## config.mk

```make
export PLATFORM = sky130hd
export DESIGN_NAME = pacing_strip_start_timer_flat
export DESIGN_NICKNAME = d
export VERILOG_FILES = /design/src/rtl/psst_pkg.sv /design/src/rtl/psst_in_if.sv /design/src/rtl/psst_out_if.sv /design/src/rtl/pacing_strip_start_timer.sv /design/src/flat_wrapper.sv
export SDC_FILE = /design/constraint.sdc
export NUM_CORES = 1
export LEC_CHECK = 0
export BUFFER_PORTS_ARGS = -buffer_cell sky130_fd_sc_hd__clkbuf_2
export CAP_MARGIN = 15
export CORE_ASPECT_RATIO = 0.7
export CORE_MARGIN = 2
export CORE_UTILIZATION = 40
export CTS_CLUSTER_SIZE = 20
export DETAILED_ROUTE_END_ITERATION = 6
export GPL_ROUTABILITY_DRIVEN = 0
export PLACE_DENSITY_LB_ADDON = 0.2
export SETUP_SLACK_MARGIN = 0.1
export SLEW_MARGIN = 10
export SYNTH_ARGS = -nofsm -noshare
export SYNTH_HDL_FRONTEND = slang
export SYNTH_SLANG_ARGS = --single-unit
```

## constraint.sdc

```tcl
create_clock -name clk_i -period 9.1 [get_ports clk_i]
set_clock_uncertainty 0.1 [all_clocks]
set_input_delay 1.82 -clock clk_i [delete_from_list [all_inputs] [get_ports clk_i]]
set_output_delay 1.82 -clock clk_i [all_outputs]
set_load 0.02 [all_outputs]
```

## src/rtl/psst_pkg.sv

```systemverilog
// Shared types and constants for the pacing strip start timer.
// Used by the channel interfaces and the top level; depends on nothing.
package psst_pkg;

  // Payload widths fixed by the poll and result formats
  localparam int unsigned TimeW     = 32;
  localparam int unsigned DelayW    = 16;
  localparam int unsigned TabLenW   = 3;
  localparam int unsigned StripLenW = 7;
  localparam int unsigned BlinkW    = 4;
  localparam int unsigned IndexW    = 6;
  localparam int unsigned SlotW     = 2;

  // Number of delay table entries
  localparam int unsigned DelaySlots = 4;

  // Tone held on the buzzer after 50 ms past one beep period
  localparam logic [TimeW-1:0] ToneTailMs = 32'd50;

  // APB register map, one word per register
  localparam int unsigned PAddrW = 5;
  localparam int unsigned PDataW = 32;

  typedef enum logic [2:0] {
    REG_STEP_DELAY_0 = 3'd0,
    REG_STEP_DELAY_1 = 3'd1,
    REG_STEP_DELAY_2 = 3'd2,
    REG_STEP_DELAY_3 = 3'd3,
    REG_TABLE_LEN    = 3'd4,
    REG_BEEP_PERIOD  = 3'd5,
    REG_STRIP_LEN    = 3'd6,
    REG_BLINK_COUNT  = 3'd7
  } reg_e;

  // Buzzer codes
  typedef enum logic [1:0] {
    TONE_OFF  = 2'd0,
    TONE_LOW  = 2'd1,
    TONE_HIGH = 2'd2
  } tone_e;

endpackage

```

## src/rtl/psst_in_if.sv

```systemverilog
// Poll channel: timestamp and button levels with a valid/ready handshake.
// Depends on psst_pkg for field widths.
interface psst_in_if;
  logic                        valid;
  logic                        ready;
  logic [psst_pkg::TimeW-1:0]  now_ms;
  logic                        start_level;
  logic                        stop_level;

  modport source (output valid, output now_ms, output start_level, output stop_level,
                  input ready);
  modport sink (input valid, input now_ms, input start_level, input stop_level,
                output ready);
endinterface

```

## src/rtl/psst_out_if.sv

```systemverilog
// Result channel: lamp, buzzer, strip and elapsed-time fields with valid/ready.
// Depends on psst_pkg for field widths and the tone type.
interface psst_out_if;
  logic                        valid;
  logic                        ready;
  logic                        lamp_on;
  psst_pkg::tone_e             buzzer_tone;
  logic                        light_valid;
  logic [psst_pkg::IndexW-1:0] light_index;
  logic                        strip_clear;
  logic                        time_valid;
  logic [psst_pkg::TimeW-1:0]  elapsed_ms;

  modport source (output valid, output lamp_on, output buzzer_tone, output light_valid,
                  output light_index, output strip_clear, output time_valid,
                  output elapsed_ms, input ready);
  modport sink (input valid, input lamp_on, input buzzer_tone, input light_valid,
                input light_index, input strip_clear, input time_valid,
                input elapsed_ms, output ready);
endinterface

```

## src/rtl/pacing_strip_start_timer.sv

```systemverilog
// Pacing strip start timer: one poll (timestamp plus start/stop levels) in, one result out.
// Every poll is handled combinationally: the phase logic works straight off the
// accepted poll and the state registers, and the result lands in one output register
// the cycle after the transfer. A poll can be taken every clock; in_i.ready is high
// whenever the output register is empty or its result is taken in the same cycle, so
// only a stalled result consumer slows the block. Configuration is an APB port with
// eight word registers; write it only while no poll is in flight.
// Depends on psst_pkg, psst_in_if and psst_out_if.
module pacing_strip_start_timer (
  input  logic                           clk_i,
  input  logic                           rst_ni,
  psst_in_if.sink                        in_i,
  psst_out_if.source                     out_o,
  input  logic                           psel,
  input  logic                           penable,
  input  logic                           pwrite,
  input  logic [psst_pkg::PAddrW-1:0]    paddr,
  input  logic [psst_pkg::PDataW-1:0]    pwdata,
  output logic [psst_pkg::PDataW-1:0]    prdata,
  output logic                           pready
);

  localparam logic [2:0] PH_START = 3'd0;
  localparam logic [2:0] PH_RUN   = 3'd1;
  localparam logic [2:0] PH_END   = 3'd2;
  localparam logic [2:0] PH_IDLE  = 3'd3;
  localparam logic [2:0] PH_RESET = 3'd4;

  localparam int unsigned TW = psst_pkg::TimeW;
  localparam int unsigned DW = psst_pkg::DelayW;
  localparam int unsigned SW = psst_pkg::StripLenW;

  // Configuration registers
  logic [DW-1:0]                    step_delay0_q, step_delay1_q, step_delay2_q, step_delay3_q;
  logic [psst_pkg::TabLenW-1:0]     table_len_q;
  logic [DW-1:0]                    beep_period_q;
  logic [SW-1:0]                    strip_len_q;
  logic [psst_pkg::BlinkW-1:0]      blink_count_q;

  // Phase state
  logic [2:0]                       phase_q, phase_d;
  logic                             start_lat_q, start_lat_d;
  logic                             stop_lat_q, stop_lat_d;
  logic                             beep_next_q, beep_next_d;
  logic                             lamp_q, lamp_d;
  psst_pkg::tone_e                  tone_q, tone_d;
  logic [SW-1:0]                    step_cnt_q, step_cnt_d;
  logic [psst_pkg::SlotW-1:0]       slot_q, slot_d;
  logic [TW-1:0]                    last_step_q, last_step_d;
  logic [TW-1:0]                    run_start_q, run_start_d;
  logic [TW-1:0]                    beep_time_q, beep_time_d;
  logic [TW-1:0]                    stop_time_q, stop_time_d;

  // Result register
  logic                             out_valid_q;
  logic                             res_light_valid_q, res_light_valid_d;
  logic [psst_pkg::IndexW-1:0]      res_light_index_q, res_light_index_d;
  logic                             res_strip_clear_q, res_strip_clear_d;
  logic                             res_time_valid_q, res_time_valid_d;
  logic [TW-1:0]                    res_elapsed_q, res_elapsed_d;

  logic                             in_fire;
  logic                             cfg_wr;
  psst_pkg::reg_e                   cfg_sel;
  logic [DW-1:0]                    cur_delay;
  logic                             step_due;
  logic [TW-1:0]                    since_beep;
  logic [TW-1:0]                    tone_limit;
  logic [psst_pkg::TabLenW-1:0]     eff_len;
  logic [psst_pkg::TabLenW-1:0]     slot_next;

  assign in_i.ready = !out_valid_q || out_o.ready;
  assign in_fire    = in_i.valid && in_i.ready;

  // APB access
  assign pready  = 1'b1;
  assign cfg_wr  = psel && penable && pwrite;
  assign cfg_sel = psst_pkg::reg_e'(paddr[psst_pkg::PAddrW-1:2]);

  always_comb begin
    case (cfg_sel)
      psst_pkg::REG_STEP_DELAY_0: prdata = {16'd0, step_delay0_q};
      psst_pkg::REG_STEP_DELAY_1: prdata = {16'd0, step_delay1_q};
      psst_pkg::REG_STEP_DELAY_2: prdata = {16'd0, step_delay2_q};
      psst_pkg::REG_STEP_DELAY_3: prdata = {16'd0, step_delay3_q};
      psst_pkg::REG_TABLE_LEN:    prdata = {29'd0, table_len_q};
      psst_pkg::REG_BEEP_PERIOD:  prdata = {16'd0, beep_period_q};
      psst_pkg::REG_STRIP_LEN:    prdata = {25'd0, strip_len_q};
      psst_pkg::REG_BLINK_COUNT:  prdata = {28'd0, blink_count_q};
      default:                    prdata = '0;
    endcase
  end

  always_ff @(posedge clk_i or negedge rst_ni) begin
    if (!rst_ni) begin
      step_delay0_q <= 16'd100;
      step_delay1_q <= 16'd100;
      step_delay2_q <= 16'd100;
      step_delay3_q <= 16'd100;
      table_len_q   <= 3'd2;
      beep_period_q <= 16'd500;
      strip_len_q   <= 7'd20;
      blink_count_q <= 4'd3;
    end else if (cfg_wr) begin
      case (cfg_sel)
        psst_pkg::REG_STEP_DELAY_0: step_delay0_q <= pwdata[DW-1:0];
        psst_pkg::REG_STEP_DELAY_1: step_delay1_q <= pwdata[DW-1:0];
        psst_pkg::REG_STEP_DELAY_2: step_delay2_q <= pwdata[DW-1:0];
        psst_pkg::REG_STEP_DELAY_3: step_delay3_q <= pwdata[DW-1:0];
        psst_pkg::REG_TABLE_LEN:    table_len_q   <= pwdata[psst_pkg::TabLenW-1:0];
        psst_pkg::REG_BEEP_PERIOD:  beep_period_q <= pwdata[DW-1:0];
        psst_pkg::REG_STRIP_LEN:    strip_len_q   <= pwdata[SW-1:0];
        psst_pkg::REG_BLINK_COUNT:  blink_count_q <= pwdata[psst_pkg::BlinkW-1:0];
        default: ;
      endcase
    end
  end

  // Pick the current step delay and test the step and tone timers
  always_comb begin
    case (slot_q)
      2'd0:    cur_delay = step_delay0_q;
      2'd1:    cur_delay = step_delay1_q;
      2'd2:    cur_delay = step_delay2_q;
      default: cur_delay = step_delay3_q;
    endcase
  end

  assign step_due   = in_i.now_ms > (last_step_q + {16'd0, cur_delay});
  assign since_beep = in_i.now_ms - beep_time_q;
  assign tone_limit = {16'd0, beep_period_q} + psst_pkg::ToneTailMs;

  // Clamp the table length to 1..DelaySlots
  always_comb begin
    if (table_len_q == '0) begin
      eff_len = 3'd1;
    end else if (table_len_q > 3'(psst_pkg::DelaySlots)) begin
      eff_len = 3'(psst_pkg::DelaySlots);
    end else begin
      eff_len = table_len_q;
    end
  end

  assign slot_next = {1'b0, slot_q} + 3'd1;

  // Phase logic for one poll
  always_comb begin
    phase_d     = phase_q;
    start_lat_d = start_lat_q;
    stop_lat_d  = stop_lat_q;
    beep_next_d = beep_next_q;
    lamp_d      = lamp_q;
    tone_d      = tone_q;
    step_cnt_d  = step_cnt_q;
    slot_d      = slot_q;
    last_step_d = last_step_q;
    run_start_d = run_start_q;
    beep_time_d = beep_time_q;
    stop_time_d = stop_time_q;

    res_light_valid_d = 1'b0;
    res_light_index_d = '0;
    res_strip_clear_d = 1'b0;
    res_time_valid_d  = 1'b0;
    res_elapsed_d     = '0;

    // Latch the buttons and the stop press time
    if (in_i.start_level) begin
      start_lat_d = 1'b1;
    end
    if (in_i.stop_level) begin
      stop_lat_d  = 1'b1;
      stop_time_d = in_i.now_ms;
    end

    case (phase_q)
      PH_START: begin
        if (since_beep > {16'd0, beep_period_q}) begin
          beep_time_d = in_i.now_ms;
          if (beep_next_q) begin
            lamp_d      = 1'b1;
            tone_d      = psst_pkg::TONE_LOW;
            beep_next_d = 1'b0;
          end else begin
            lamp_d      = 1'b0;
            tone_d      = psst_pkg::TONE_OFF;
            beep_next_d = 1'b1;
          end
          step_cnt_d = step_cnt_q + 7'd1;
        end
        // Go signal after more than twice the blink count toggles
        if (step_cnt_d > {2'b00, blink_count_q, 1'b0}) begin
          lamp_d      = 1'b1;
          tone_d      = psst_pkg::TONE_HIGH;
          run_start_d = in_i.now_ms;
          step_cnt_d  = '0;
          beep_next_d = 1'b0;
          phase_d     = PH_RUN;
          start_lat_d = 1'b0;
        end
      end
      PH_RUN: begin
        if (step_due) begin
          slot_d            = (slot_next >= eff_len) ? '0 : slot_next[psst_pkg::SlotW-1:0];
          last_step_d       = in_i.now_ms;
          res_light_valid_d = 1'b1;
          res_light_index_d = step_cnt_q[psst_pkg::IndexW-1:0];
          step_cnt_d        = step_cnt_q + 7'd1;
        end
        // Silence the tone once the tail has passed
        if (since_beep > tone_limit && !beep_next_q) begin
          lamp_d      = 1'b0;
          tone_d      = psst_pkg::TONE_OFF;
          beep_next_d = 1'b1;
        end
        if (step_cnt_d == strip_len_q) begin
          phase_d = PH_END;
        end
      end
      PH_END: begin
        if (step_due) begin
          res_strip_clear_d = 1'b1;
        end
        if (stop_lat_d && step_due) begin
          phase_d          = PH_RESET;
          res_time_valid_d = 1'b1;
          res_elapsed_d    = stop_time_d - run_start_q;
        end
        if (start_lat_d) begin
          phase_d = PH_RESET;
        end
      end
      PH_IDLE: begin
        if (start_lat_d) begin
          start_lat_d = 1'b0;
          phase_d     = PH_START;
        end
      end
      default: begin
        // Reset phase and unused codes: clear the strip and rearm
        res_strip_clear_d = 1'b1;
        stop_lat_d        = 1'b0;
        start_lat_d       = 1'b0;
        slot_d            = '0;
        last_step_d       = '0;
        beep_time_d       = '0;
        step_cnt_d        = '0;
        beep_next_d       = 1'b1;
        phase_d           = PH_IDLE;
      end
    endcase
  end

  // Advance the state on each poll transfer
  always_ff @(posedge clk_i or negedge rst_ni) begin
    if (!rst_ni) begin
      phase_q     <= PH_RESET;
      start_lat_q <= 1'b0;
      stop_lat_q  <= 1'b0;
      beep_next_q <= 1'b0;
      lamp_q      <= 1'b0;
      tone_q      <= psst_pkg::TONE_OFF;
      step_cnt_q  <= '0;
      slot_q      <= '0;
      last_step_q <= '0;
      run_start_q <= '0;
      beep_time_q <= '0;
      stop_time_q <= '0;
    end else if (in_fire) begin
      phase_q     <= phase_d;
      start_lat_q <= start_lat_d;
      stop_lat_q  <= stop_lat_d;
      beep_next_q <= beep_next_d;
      lamp_q      <= lamp_d;
      tone_q      <= tone_d;
      step_cnt_q  <= step_cnt_d;
      slot_q      <= slot_d;
      last_step_q <= last_step_d;
      run_start_q <= run_start_d;
      beep_time_q <= beep_time_d;
      stop_time_q <= stop_time_d;
    end
  end

  // Hold the result until the consumer takes it
  always_ff @(posedge clk_i or negedge rst_ni) begin
    if (!rst_ni) begin
      out_valid_q <= 1'b0;
    end else if (in_fire) begin
      out_valid_q <= 1'b1;
    end else if (out_o.ready) begin
      out_valid_q <= 1'b0;
    end
  end

  always_ff @(posedge clk_i) begin
    if (in_fire) begin
      res_light_valid_q <= res_light_valid_d;
      res_light_index_q <= res_light_index_d;
      res_strip_clear_q <= res_strip_clear_d;
      res_time_valid_q  <= res_time_valid_d;
      res_elapsed_q     <= res_elapsed_d;
    end
  end

  assign out_o.valid       = out_valid_q;
  assign out_o.lamp_on     = lamp_q;
  assign out_o.buzzer_tone = tone_q;
  assign out_o.light_valid = res_light_valid_q;
  assign out_o.light_index = res_light_index_q;
  assign out_o.strip_clear = res_strip_clear_q;
  assign out_o.time_valid  = res_time_valid_q;
  assign out_o.elapsed_ms  = res_elapsed_q;

`ifndef ASSERT_OFF
  // A strip LED is never lit in the same result that clears the strip
  assert property (@(posedge clk_i) disable iff (!rst_ni)
    out_valid_q |-> !(res_light_valid_q && res_strip_clear_q))
    else $error("light and clear in one result");

  // A time report always comes with a strip clear
  assert property (@(posedge clk_i) disable iff (!rst_ni)
    (out_valid_q && res_time_valid_q) |-> res_strip_clear_q)
    else $error("time report without strip clear");

  // The reset phase always hands over to idle
  assert property (@(posedge clk_i) disable iff (!rst_ni)
    (in_fire && phase_q == PH_RESET) |=> phase_q == PH_IDLE)
    else $error("reset phase did not move to idle");

  // An empty result register never blocks a poll
  assert property (@(posedge clk_i) disable iff (!rst_ni)
    !out_valid_q |-> in_i.ready)
    else $error("poll blocked with empty result register");

  // A phase leaves for run only through start
  assert property (@(posedge clk_i) disable iff (!rst_ni)
    (in_fire && phase_d == PH_RUN) |-> (phase_q == PH_START || phase_q == PH_RUN))
    else $error("run entered from wrong phase");
`endif

endmodule
```

## src/flat_wrapper.sv

```systemverilog
// flat-port wrapper written by rule: the top's interface ports become plain ports
module pacing_strip_start_timer_flat 
  (clk_i, rst_ni, psel, penable, pwrite, paddr, pwdata, prdata, pready, in_i_valid, in_i_now_ms, in_i_start_level, in_i_stop_level, in_i_ready, out_o_valid, out_o_lamp_on, out_o_buzzer_tone, out_o_light_valid, out_o_light_index, out_o_strip_clear, out_o_time_valid, out_o_elapsed_ms, out_o_ready);
  psst_in_if in_i_i ();
  psst_out_if out_o_i ();
  input  logic clk_i;
  input  logic rst_ni;
  input  logic psel;
  input  logic penable;
  input  logic pwrite;
  input  logic [psst_pkg::PAddrW-1:0] paddr;
  input  logic [psst_pkg::PDataW-1:0] pwdata;
  output logic [psst_pkg::PDataW-1:0] prdata;
  output logic pready;
  input wire logic [$bits(in_i_i.valid)-1:0] in_i_valid;
  input wire logic [$bits(in_i_i.now_ms)-1:0] in_i_now_ms;
  input wire logic [$bits(in_i_i.start_level)-1:0] in_i_start_level;
  input wire logic [$bits(in_i_i.stop_level)-1:0] in_i_stop_level;
  output wire logic [$bits(in_i_i.ready)-1:0] in_i_ready;
  output wire logic [$bits(out_o_i.valid)-1:0] out_o_valid;
  output wire logic [$bits(out_o_i.lamp_on)-1:0] out_o_lamp_on;
  output wire logic [$bits(out_o_i.buzzer_tone)-1:0] out_o_buzzer_tone;
  output wire logic [$bits(out_o_i.light_valid)-1:0] out_o_light_valid;
  output wire logic [$bits(out_o_i.light_index)-1:0] out_o_light_index;
  output wire logic [$bits(out_o_i.strip_clear)-1:0] out_o_strip_clear;
  output wire logic [$bits(out_o_i.time_valid)-1:0] out_o_time_valid;
  output wire logic [$bits(out_o_i.elapsed_ms)-1:0] out_o_elapsed_ms;
  input wire logic [$bits(out_o_i.ready)-1:0] out_o_ready;
  assign in_i_i.valid = in_i_valid;
  assign in_i_i.now_ms = in_i_now_ms;
  assign in_i_i.start_level = in_i_start_level;
  assign in_i_i.stop_level = in_i_stop_level;
  assign in_i_ready = in_i_i.ready;
  assign out_o_valid = out_o_i.valid;
  assign out_o_lamp_on = out_o_i.lamp_on;
  assign out_o_buzzer_tone = out_o_i.buzzer_tone;
  assign out_o_light_valid = out_o_i.light_valid;
  assign out_o_light_index = out_o_i.light_index;
  assign out_o_strip_clear = out_o_i.strip_clear;
  assign out_o_time_valid = out_o_i.time_valid;
  assign out_o_elapsed_ms = out_o_i.elapsed_ms;
  assign out_o_i.ready = out_o_ready;
  pacing_strip_start_timer u_core (.clk_i(clk_i), .rst_ni(rst_ni), .in_i(in_i_i), .out_o(out_o_i), .psel(psel), .penable(penable), .pwrite(pwrite), .paddr(paddr), .pwdata(pwdata), .prdata(prdata), .pready(pready));
endmodule
```

==> impl_metrics.env <==
export IMPL_status="complete, but fails checks"
export IMPL_violations="design-rule violations"
export IMPL_core_rowCount=67
export IMPL_layout_nets=2361
export IMPL_cts_setup_buffers=0
export IMPL_synth_common_cells="dfrtp_1 (217), nand2_1 (197), ha_1 (155)"
export IMPL_cts_tree="done"
export IMPL_drtIter0Drc=1339
export IMPL_hpwl_um=40680
export IMPL_vdd_drop_max_mv=0.1356
export IMPL_htreeDepth=2
export IMPL_crit_fanout=13
export IMPL_drc=1
export IMPL_min_period_ns=8.266
export IMPL_fmax_ghz=0.1210
export IMPL_synth_edf_count=41
export IMPL_final_util=0.4559
export IMPL_min_to="u_core.last_step_q[10]"
export IMPL_setup_tns_ns=0
export IMPL_powerDensity_mw_per_mm2=321.2
export IMPL_worst_ep_required_time_ns=9.40
export IMPL_max_stage_delay_ns=0.61
export IMPL_r2r_slack_ns=0.83
export IMPL_worst_path_buf_inv=3
export IMPL_io_pins=157
export IMPL_core_area_mm2=0.04778
export IMPL_clk_pin_slew_worst_paths_ns=0.06
export IMPL_crit_path_start_kind="flip-flop"
export IMPL_synth_top_family_by_area="compound AO/OA/AOI/OAI gates"
export IMPL_placedCellCount=2707
export IMPL_drv_cap=0
export IMPL_wl_per_cell_um=19.91
export IMPL_final_cell_count_no_fill=2774
export IMPL_grt_max_degree=163
export IMPL_ys_flop_type="dfrtp_1"
export IMPL_wl_um=55240
export IMPL_cts_buffers=35
export IMPL_hold_viol=0
export IMPL_dieArea_mm2=0.05019
export IMPL_synth_most_common_cell="dfrtp_1"
export IMPL_grt_pass1_vias=15256
export IMPL_regToRegEndpoint="u_core.phase_q[1]"
export IMPL_holdPathStages=2
export IMPL_grt_pass1_wl_um=87370
export IMPL_nFillCells=4532
export IMPL_crit_family="compound AO/OA/AOI/OAI gates"
export IMPL_synth_xor_area_frac=0.04299
export IMPL_max_slew_margin_rel=0.2691
export IMPL_rsz0062_at_grt="no"
export IMPL_drive_gt1_frac=0.1952
export IMPL_avgSynthCellArea_um2=9.566
export IMPL_setup_worst_path_end_class="flip-flop"
export IMPL_path_depth=31
export IMPL_ys_seq_elements=282
export IMPL_final_antenna_net_count=0
export IMPL_period_share=0.9083
export IMPL_hold_buffers=0
export IMPL_fp_dieW_um=266.9
export IMPL_syn_area_mm2=0.01935
export IMPL_multiInputGateArea_mm2=0.01114
export IMPL_r2r_worst_path_cells=31
export IMPL_globalRouteOverflowTotal=0
export IMPL_clk_latency_ns=0.55
export IMPL_crit_type="flip-flop to flip-flop"
export IMPL_p_total_mw=6.997
export IMPL_synth_simple_area_share=0.1445
export IMPL_area_growth_pct=12.57
export IMPL_synth_top_area_share=0.2806
export IMPL_antenna_found_initial=1
export IMPL_io_buffers=121
export IMPL_die_y_um=188.0
export IMPL_muxShareOfSynthArea=0.1226
export IMPL_final_seq_area_mm2=0.007292
export IMPL_synth_seq_area_share=0.3768
export IMPL_yosys_warnings=0
export IMPL_r2r_start="u_core.slot_q[0]"
export IMPL_synth_cell_types=81
export IMPL_synth_area_top_cells="dfrtp_1 (28%), ha_1 (10%), mux2_2 (8.1%), edfxtp_1 (6.4%), nand2_1 (3.8%)"
export IMPL_arrival_ns=8.57
export IMPL_power_leakage_nw=9.845
export IMPL_setup_violations=0
export IMPL_first_pass_iters=7
export IMPL_slowest_stage="a21oi_1"
export IMPL_grt_usage=0.2210
export IMPL_vias=15775
export IMPL_synthCells=2023
export IMPL_synth_area_leader_cell="dfrtp_1"
export IMPL_vias_per_cell=5.687
export IMPL_min_delay_start="u_core.last_step_q[10]"
export IMPL_synthAdderAreaFrac=0.1033
export IMPL_drv_slew=0
export IMPL_cts_resized=0
export IMPL_root_buffer="clkbuf_16"
export IMPL_numClockSinks=282
export IMPL_clockBufferDepth=3
export IMPL_start_util=0.4050
export IMPL_max_slew_worst_pin_slew_ns=1.093
export IMPL_synth_compound_area_frac=0.1574
export IMPL_hold_path_class="flip-flop to flip-flop"
export IMPL_async_flop_share=0.8546
## area by class of cell
cell class / count / share of cell area
clock inverter: 16 / 0.006892
inverter: 135 / 0.02332
multi-input combinational: 1518 / 0.5113
clock buffer: 48 / 0.04715
timing repair buffer: 153 / 0.04078
antenna: 1 / 0.0001149
sequential: 282 / 0.3347
tap: 621 / 0.03567
## worst max-delay path by stage
stage	start	end	slack, ns
3_3_place_gp	in_i_now_ms[0]	u_core.run_start_q[24]	0.54
6_report	u_core.slot_q[0]	u_core.phase_q[1]	0.83
3_5_place_dp	in_i_now_ms[0]	u_core.run_start_q[26]	0.49
4_1_cts	u_core.slot_q[0]	u_core.out_o.elapsed_ms[29]	0.66
5_1_grt	u_core.slot_q[0]	u_core.phase_q[1]	0.19
2_1_floorplan	in_i_now_ms[0]	u_core.run_start_q[24]	1.35
## layout by cell type, fill, tap and decap left out, types with 15 or more instances in the layout
cell       count
clkbuf_16     37
a21oi_1      101
a211oi_1      21
a21o_1        29
nand4_1       23
nand3_1       78
clkbuf_2     120
nand2_1      197
a22o_1        37
mux2_2       139
nor3_1        37
dfstp_2       24
xor2_1        35
nor2_1       116
buf_4         30
mux2_4        20
xnor2_1       60
o21ai_0      102
o211ai_1      16
conb_1        17
o21bai_1      15
inv_1        133
ha_1         155
nand2b_1      16
mux2i_1       44
nor2b_1       21
and3_1        21
a222oi_1      16
edfxtp_1      41
dfrtp_1      217
## per-layer routing
layer / vias up / GRT usage / wire length, um
met5: - / 0 / 0
met4: 0 / 0.04667 / 889
met3: 59 / 0.04557 / 4016
met2: 469 / 0.3194 / 22940
met1: 7743 / 0.3366 / 27390
li1: 7504 / - / -
## tightest hold or removal path, cell delays in order, from the launching register on
cell	delay [ns]
dfrtp_1	0.35
nand2_1	0.05
nand2_1	0.05
## power breakdown
group          internal [mW]  switching, mW
clock                  0.852          0.586
combinational           1.51           2.09
sequential              1.67          0.282
## cells by family (layout without fill, tap and decap cells)
group	after synthesis	in the layout
mux	206	206
compound gates	456	456
other cells	2	18
simple gates	586	586
flops	282	282
fa+ha+maj	158	158
xor+xnor	95	95
buf+inv	238	352
## state kept, by name (all words and copies together), names as in the netlist, 16 cells and up
signal,flops
u_core.beep_period_q,16
u_core.beep_time_q,32
u_core.out_o.elapsed_ms,32
u_core.step_delay3_q,16
u_core.run_start_q,32
u_core.step_delay0_q,16
u_core.stop_time_q,32
u_core.step_delay1_q,16
u_core.step_delay2_q,16
u_core.last_step_q,32
## through the flow
step / hold WS (ns) / worst slack, ns / area, um2
floorplan: 0.3453 / 1.346 / 19410
global placement: 0.3601 / 0.5359 / 20570
detailed placement: 0.3630 / 0.4927 / 20570
CTS: 0.3777 / 0.6589 / 21750
global route: 0.4037 / 0.1940 / 21780
finish: 0.3762 / 0.8344 / 21780
Power figures use the tool's default switching activity.
